<file path="src/rtl/apt2d_pkg.sv">
// Package for the 2-D affine vertex transform: payload structs, register indexes,
// fixed-point widths, trig sequencer states and the truncate/saturate helpers.
// No dependencies.
package apt2d_pkg;

  localparam int COORD_BITS     = 12;
  localparam int TRIG_FRAC_BITS = 16;
  localparam int TRIG_W         = TRIG_FRAC_BITS + 2;
  localparam int OUT_W          = 16;
  localparam int SCALE_W        = 16;
  localparam int SCALE_FRAC     = 8;
  localparam int ANGLE_W        = 14;
  localparam int CFG_IDX_W      = 3;
  localparam int CFG_DATA_W     = 16;

  localparam int ROT_PROD_W = COORD_BITS + TRIG_W;
  localparam int ROT_SUM_W  = ROT_PROD_W + 2;
  localparam int SCL_PROD_W = COORD_BITS + SCALE_W;
  localparam int WIDE_W     = 48;

  // Q30 trig engine
  localparam int Q_BITS       = 30;
  localparam int RND_SH       = Q_BITS - TRIG_FRAC_BITS;
  localparam int FULL_TURN    = 5760;
  localparam int QUARTER_TURN = 1440;
  localparam int EIGHTH_TURN  = 720;
  localparam logic [30:0] RAD_PER_UNIT_Q40 = 31'd1199381129;
  localparam logic [30:0] Q30_ONE = 31'(1) << Q_BITS;

  localparam logic [1:0] MODE_TRANSLATE = 2'd0;
  localparam logic [1:0] MODE_ROTATE    = 2'd1;
  localparam logic [1:0] MODE_SCALE     = 2'd2;

  localparam logic [CFG_IDX_W-1:0] CFG_MODE      = 3'd0;
  localparam logic [CFG_IDX_W-1:0] CFG_SHIFT_X   = 3'd1;
  localparam logic [CFG_IDX_W-1:0] CFG_SHIFT_Y   = 3'd2;
  localparam logic [CFG_IDX_W-1:0] CFG_ANGLE     = 3'd3;
  localparam logic [CFG_IDX_W-1:0] CFG_CLOCKWISE = 3'd4;
  localparam logic [CFG_IDX_W-1:0] CFG_SCALE_X   = 3'd5;
  localparam logic [CFG_IDX_W-1:0] CFG_SCALE_Y   = 3'd6;

  typedef struct packed {
    logic signed [COORD_BITS-1:0] x_in;
    logic signed [COORD_BITS-1:0] y_in;
    logic                         last_vertex;
  } in_item_t;

  typedef struct packed {
    logic signed [OUT_W-1:0] x_out;
    logic signed [OUT_W-1:0] y_out;
    logic                    last_out;
  } out_item_t;

  typedef struct packed {
    logic                     ready;
    logic signed [TRIG_W-1:0] cos_value;
    logic signed [TRIG_W-1:0] sin_value;
  } trig_status_t;

  typedef enum logic [3:0] {
    T_IDLE, T_LOAD, T_RED, T_FOLD, T_UMUL, T_UFIX, T_SQ, T_SQFIX,
    T_HMUL, T_DIV0, T_DIV, T_HUPD, T_SMUL, T_SFIX, T_FIN
  } trig_state_t;

  localparam logic [2:0] SIN_TERMS = 3'd5;
  localparam logic [2:0] COS_TERMS = 3'd6;

  // Horner divisors 110,72,42,20,6 (sine) and 132,90,56,30,12,2 (cosine) as
  // ceil(2^s / d) with s = 30 + ceil(log2 d): exact floor for dividends below 2^30
  function automatic logic [30:0] horner_recip(input logic cos_phase, input logic [2:0] k);
    logic [30:0] m;
    m = 31'd1;
    if (!cos_phase) begin
      case (k)
        3'd0:    m = 31'd1249445032;
        3'd1:    m = 31'd1908874354;
        3'd2:    m = 31'd1636178018;
        3'd3:    m = 31'd1717986919;
        default: m = 31'd1431655766;
      endcase
    end else begin
      case (k)
        3'd0:    m = 31'd2082408386;
        3'd1:    m = 31'd1527099484;
        3'd2:    m = 31'd1227133514;
        3'd3:    m = 31'd1145324613;
        3'd4:    m = 31'd1431655766;
        default: m = 31'd1073741824;
      endcase
    end
    return m;
  endfunction

  function automatic logic [5:0] horner_shift(input logic cos_phase, input logic [2:0] k);
    logic [5:0] s;
    s = 6'd31;
    if (!cos_phase) begin
      case (k)
        3'd0:    s = 6'd37;
        3'd1:    s = 6'd37;
        3'd2:    s = 6'd36;
        3'd3:    s = 6'd35;
        default: s = 6'd33;
      endcase
    end else begin
      case (k)
        3'd0:    s = 6'd38;
        3'd1:    s = 6'd37;
        3'd2:    s = 6'd36;
        3'd3:    s = 6'd35;
        3'd4:    s = 6'd34;
        default: s = 6'd31;
      endcase
    end
    return s;
  endfunction

  // truncate toward zero, dropping f fraction bits
  function automatic logic signed [WIDE_W-1:0] trunc_fz(input logic signed [WIDE_W-1:0] v,
                                                        input int f);
    logic signed [WIDE_W-1:0] bias;
    bias = v[WIDE_W-1] ? ((WIDE_W'(1) <<< f) - WIDE_W'(1)) : '0;
    return (v + bias) >>> f;
  endfunction

  function automatic logic signed [OUT_W-1:0] sat16(input logic signed [WIDE_W-1:0] v);
    logic signed [OUT_W-1:0] r;
    if (v > WIDE_W'(32767))       r = 16'sh7FFF;
    else if (v < -WIDE_W'(32768)) r = 16'sh8000;
    else                          r = v[OUT_W-1:0];
    return r;
  endfunction

endpackage

</file>
<file path="src/rtl/apt2d_trig.sv">
// Sine/cosine sequencer: quadrant reduction, Taylor series in Q30 on a shared
// multiplier with reciprocal-multiply division, rounded to Q1.TRIG_FRAC_BITS. Uses apt2d_pkg.
module apt2d_trig import apt2d_pkg::*; (
  input  logic                      clk,
  input  logic                      rst,
  input  logic                      restart,
  input  logic signed [ANGLE_W-1:0] angle,
  output trig_status_t              status
);

  trig_state_t state, state_next;

  logic [14:0] acc;
  logic [1:0]  quad;
  logic        swap;
  logic [9:0]  rr;
  logic [29:0] u;
  logic [29:0] x2;
  logic [30:0] t;
  logic [30:0] s30;
  logic [60:0] prod;
  logic        phase;
  logic [2:0]  k;
  logic [30:0] dnum;

  logic                     ready;
  logic signed [TRIG_W-1:0] cos_value, sin_value;

  logic [30:0] mul_a, mul_b;
  logic [30:0] recip;
  logic [5:0]  rsh;
  logic [2:0]  terms;
  logic [31:0] s_sum, c_sum;
  logic signed [TRIG_W-1:0] s_tr, c_tr, s_q, c_q;

  assign recip   = horner_recip(phase, k);
  assign rsh     = horner_shift(phase, k);
  assign terms   = phase ? COS_TERMS : SIN_TERMS;
  assign s_sum   = 32'(s30) + 32'(32'd1 << (RND_SH - 1));
  assign c_sum   = 32'(t)   + 32'(32'd1 << (RND_SH - 1));
  assign s_tr    = TRIG_W'(s_sum >> RND_SH);
  assign c_tr    = TRIG_W'(c_sum >> RND_SH);
  assign s_q     = swap ? c_tr : s_tr;
  assign c_q     = swap ? s_tr : c_tr;

  always_comb begin
    state_next = state;
    unique case (state)
      T_IDLE:  state_next = T_IDLE;
      T_LOAD:  state_next = T_RED;
      T_RED:   if (acc < 15'(QUARTER_TURN)) state_next = T_FOLD;
      T_FOLD:  state_next = T_UMUL;
      T_UMUL:  state_next = T_UFIX;
      T_UFIX:  state_next = T_SQ;
      T_SQ:    state_next = T_SQFIX;
      T_SQFIX: state_next = T_HMUL;
      T_HMUL:  state_next = T_DIV0;
      T_DIV0:  state_next = T_DIV;
      T_DIV:   state_next = T_HUPD;
      T_HUPD: begin
        if (k == terms - 3'd1) state_next = phase ? T_FIN : T_SMUL;
        else                   state_next = T_HMUL;
      end
      T_SMUL:  state_next = T_SFIX;
      T_SFIX:  state_next = T_HMUL;
      T_FIN:   state_next = T_IDLE;
      default: state_next = T_IDLE;
    endcase
  end

  always_comb begin
    mul_a = '0;
    mul_b = '0;
    unique case (state)
      T_UMUL: begin
        mul_a = 31'(rr);
        mul_b = RAD_PER_UNIT_Q40;
      end
      T_SQ: begin
        mul_a = 31'(u);
        mul_b = 31'(u);
      end
      T_HMUL: begin
        mul_a = 31'(x2);
        mul_b = t;
      end
      T_DIV: begin
        mul_a = dnum;
        mul_b = recip;
      end
      T_SMUL: begin
        mul_a = 31'(u);
        mul_b = t;
      end
      default: begin
        mul_a = '0;
        mul_b = '0;
      end
    endcase
  end

  always_ff @(posedge clk) begin
    if (rst || restart) begin
      state <= T_LOAD;
      ready <= 1'b0;
    end else begin
      state <= state_next;
      if (state == T_FIN) ready <= 1'b1;
    end
    if (rst) begin
      cos_value <= '0;
      sin_value <= '0;
    end else if (!restart && state == T_FIN) begin
      unique case (quad)
        2'd0: begin
          cos_value <= c_q;
          sin_value <= s_q;
        end
        2'd1: begin
          cos_value <= -s_q;
          sin_value <= c_q;
        end
        2'd2: begin
          cos_value <= -c_q;
          sin_value <= -s_q;
        end
        default: begin
          cos_value <= s_q;
          sin_value <= -c_q;
        end
      endcase
    end
  end

  always_ff @(posedge clk) begin
    if (state == T_UMUL || state == T_SQ || state == T_HMUL || state == T_DIV ||
        state == T_SMUL)
      prod <= 61'(mul_a * mul_b);
    case (state)
      T_LOAD: begin
        acc  <= 15'(16'(angle) + 16'(2 * FULL_TURN));
        quad <= 2'd0;
      end
      T_RED: begin
        if (acc >= 15'(QUARTER_TURN)) begin
          acc  <= acc - 15'(QUARTER_TURN);
          quad <= quad + 2'd1;
        end
      end
      T_FOLD: begin
        if (acc <= 15'(EIGHTH_TURN)) begin
          rr   <= 10'(acc);
          swap <= 1'b0;
        end else begin
          rr   <= 10'(15'(QUARTER_TURN) - acc);
          swap <= 1'b1;
        end
      end
      T_UFIX:  u <= 30'((prod + 61'd512) >> 10);
      T_SQFIX: begin
        x2    <= 30'(prod >> Q_BITS);
        t     <= Q30_ONE;
        k     <= '0;
        phase <= 1'b0;
      end
      T_DIV0:  dnum <= prod[60:30];
      T_HUPD: begin
        t <= Q30_ONE - 31'(prod >> rsh);
        k <= k + 3'd1;
      end
      T_SFIX: begin
        s30   <= 31'(prod >> Q_BITS);
        t     <= Q30_ONE;
        k     <= '0;
        phase <= 1'b1;
      end
      default: ;
    endcase
  end

  assign status = '{ready: ready, cos_value: cos_value, sin_value: sin_value};

endmodule

</file>
<file path="config.mk">
export PLATFORM = sky130hd
export DESIGN_NAME = apt2d_trig
export DESIGN_NICKNAME = d
export VERILOG_FILES = /design/src/rtl/apt2d_pkg.sv /design/src/rtl/apt2d_trig.sv
export SDC_FILE = /design/constraint.sdc
export NUM_CORES = 2
export LEC_CHECK = 0
export ABC_AREA = 0
export BUFFER_PORTS_ARGS = -buffer_cell sky130_fd_sc_hd__buf_2
export CORE_ASPECT_RATIO = 2
export CORE_MARGIN = 10
export CORE_UTILIZATION = 35
export DETAILED_ROUTE_END_ITERATION = 7
export PLACE_DENSITY = 0.48
export SLEW_MARGIN = 30
export SYNTH_ARGS = -nofsm -noshare
export SYNTH_HDL_FRONTEND = slang
export SYNTH_SLANG_ARGS = --single-unit
</file>
<file path="constraint.sdc">
create_clock -name clk -period 30.3 [get_ports clk]
set_clock_uncertainty 0.15 [all_clocks]
set_input_delay 0 -clock clk [delete_from_list [all_inputs] [get_ports clk]]
set_output_delay 0 -clock clk [all_outputs]
set_load 0.005 [all_outputs]
</file>
==> key figures <==
Synth
  • Synthesized area: 45900 µm²
  • Syn Area/Cell: roughly 9 µm²
  • EDFF count, synth: approximately 220
  • Netlist cell types: between 90 and 100
  • Ys flop type: edfxtp_1
  • Yosys top cell area share: between 30 and 40%
  • Most area-consuming cells after synthesis: fa_1, edfxtp_1, ha_1
  • Register area share after synthesis: about 16%
  • Synthesized flop and latch total: about 270
  • Syn Nets: 6209
  • Syn. warnings: 0
  • Cell taking the most area after synthesis: fa_1
  • Syn Inst Count: a little over 5k
  • Async SR Flop Fraction: 0%

Timing
  • TNS Setup: 0 ps
  • Clock period minus worst slack: approximately 13000 ps
  • Final worst-path cycle share: between 40% and 50%
  • Normalized max-slew margin: between 20 and 30%
  • Worst Tran Pin Value: 1060 ps
  • Fin. max-slew vios: 0
  • Max Fclk: about 78 MHz
  • RSZ-0062 raised after global routing: false
  • Final hold violations: 0
  • Final setup fails: 0

Clock tree
  • Setup repair bufs after CTS: 0
  • Clk buf depth: 3
  • Post_cts resized: 0
  • CTS tree: yes
  • Cts bufs inserted: 27
  • CTS sink count: about 270
  • Root buffer cell: clkbuf_16
  • # H-tree levels: 1
  • Clock Latency Late Sink: roughly 600 ps
  • Worst-path clk slew: around 70 ps
  • Post-CTS Hold Fix Bufs: 20

Setup path
  • Crit-path slowest cell: edfxtp_1
  • CP required: between 30000 and 40000 ps
  • Crit path top cell by count: fa_1
  • Crit-path max FO: 32
  • CP Capture Type: flip-flop
  • Arrival time at the worst endpoint: between 10000 and 15000 ps
  • Worst stage delay on the critical path: 850 ps
  • Critical path type: reg -> reg
  • R2r startpoint: k[2]
  • Crit path from: k[2]
  • Critical Path Start Type: flip-flop

Route
  • Via count: between 30k and 40k
  • Routed wire per std cell: between 20 and 30 µm
  • DRT Pass-1 Iters: 7
  • Final WL: approximately 190000 µm
  • Antenna-violating nets left: 0
  • DR iter-0 viols: 2318
  • Vias per Instance: around 5.5
  • DRC: 0

Floorplanning
  • Io pins: between 50 and 60
  • Die area: roughly 150000 µm²
  • Die height: 532 µm
  • Starting density of the core: 35.3%
  • Row cnt: about 190
  • Core Area: roughly 130000 µm²
  • Die X: around 280 µm

Cells and area
  • Commonest non-fill, non-tap cell in the layout: inv_1
  • Nets: 6151
  • Commonest non-fill, non-tap cells in the layout: inv_1, fa_1, nand2_1, nor2_1, ha_1
  • Layout cells sized above 1: between 6 and 7%
  • Area grow syn2layout: 7.86%

Placed design
  • Gpl congestion: about 0.98
  • Post-DP HPWL: 147000 µm
  • PortBufs: 53

Power
  • Power density over the cells: 17.3 nW/µm²
  • Switching share of power: between 20% and 30%
  • VDD IR max: 0.0000441 V
  • Combinational share of power: between 10% and 20%
  • Overall Power: ~0.00086 W
  • Lkg Pwr: 21.8 nW
  • NetSw: ~0.00023 W
  • Pint: ~0.00063 W
  • Flop pwr share: around half
  • Clock power share: between 40% and 50%

Global routing
  • First-pass GRT wire length: between 200000 and 300000 µm
  • Tot GR Track Use: about 25%
  • Number of global-route vias before repair: between 40k and 50k
  • Largest net degree at the start of global routing: between 50 and 60
  • Initial antenna violation count: 2
  • Grt ovf: 0

Outcome
  • Status: completed

Hold path
  • HP Class: in -> reg
  • Worst hold start: angle[5]

Run
  • Max-cap violations: 0
[metrics by stage]
| stage | hold slack, ps | utilization (%) | setup WS (ps) | std cells | area (µm²) |
|---|---|---|---|---|---|
| after floorplan | -70.7 | - | 20360 | 5084 | 45900 |
| after global placement | 100 | 37.2 | 17950 | 6676 | 48300 |
| after detailed placement | 99.2 | 37.2 | 17760 | 6678 | 48400 |
| after CTS | 58.9 | 38.0 | 17710 | 6747 | 49500 |
| after global routing | 114 | 38.1 | 17160 | 6748 | 49500 |
| final | 85.0 | 38.1 | 17450 | 6749 | 49500 |
[cell families (layout without fill, tap and decap cells)]
family,count (synthesis),after routing,synth area share (%)
xor+xnor,171,171,3.26
simple gates,1740,1740,16.5
flops,265,265,16.4
other cells,0,2,0
fa+ha+maj,1108,1108,43.9
buf+inv,1146,1108,9.48
compound gates,575,575,8.58
mux,79,79,1.89
[cells in the mapped netlist (13+ instances only)]
master    instances
a221o_1          26
edfxtp_1        224
or3_1            13
xnor2_1         115
nor2_1          505
or2_2            14
o211ai_1         23
and3_1           24
and2_1           66
a21oi_1         144
a21o_1           45
buf_1            16
nor3_1           50
mux2i_1          65
fa_1            836
a211oi_1         26
nand4_1          42
nor4_1           31
ha_1            272
nand2b_1         15
o21ai_0          93
o21a_1           15
a22oi_1          34
o22ai_1          16
a221oi_1         44
clkbuf_1        261
inv_1           853
xor2_1           56
nor2b_1          16
a211o_1          14
nand2_1         833
nand3_1          71
dfxtp_1          41
[worst paths after layout]
check / to / depth (start not counted) / slack (ps)
max: prod[60] / 32 / 17450
min: acc[5] / 4 / 80
max reg2reg: prod[60] / 32 / 17450
min reg2reg: cos_value[10] / 2 / 290
[cell type report]
type / count / area, µm²
Antenna cell: 2 / 5.00
Clock buffer: 33 / 739
Clock inverter: 16 / 166
Fill cell: 13400 / 80600
Inverter: 856 / 3210
Multi-Input combinational cell: 3673 / 34200
Sequential cell: 265 / 7550
Tap cell: 1701 / 2130
Timing Repair Buffer: 203 / 1460
[registers in the layout, indices dropped and copies added (netlist names)]
signal     flops
swap           1
prod          52
sin_value     18
cos_value     18
s30           18
rr            10
x2            30
ready          1
quad           2
u             30
dnum          31
state          4
t             31
k              3
acc           15
phase          1
[routing by layer]
layer  vias to the layer above  global-route usage (%)  part of all wire (%)
li1                      16000                       -                     -
met1                     19100                    23.7                    31
met2                      1426                    47.4                    54
met3                       643                    2.61                   4.4
met4                         2                    22.1                    11
met5                         -                       0                0.0070
[critical path, delay by kind of cell, from the launching register on]
family                     cells  cell delay, ps
buffers and inverters          7             900
AOI/OAI and AO/OA              9            4010
xor gates and xnor gates       1             140
DFF                            1             850
adders and majority gates     10            4870
and+or+nand+nor                5            1640
[power groups by stage]
stage                     Clock, W  Sequential, W  Combinational, W
final                     0.000357       0.000413         0.0000864
after detailed placement         0       0.000420         0.0000833
after global placement           0       0.000420         0.0000828
after global routing      0.000375       0.000413         0.0000941
after floorplan                  0       0.000413         0.0000592
after CTS                 0.000365       0.000412         0.0000857
Note: power is estimated with default switching activity, not from simulation.
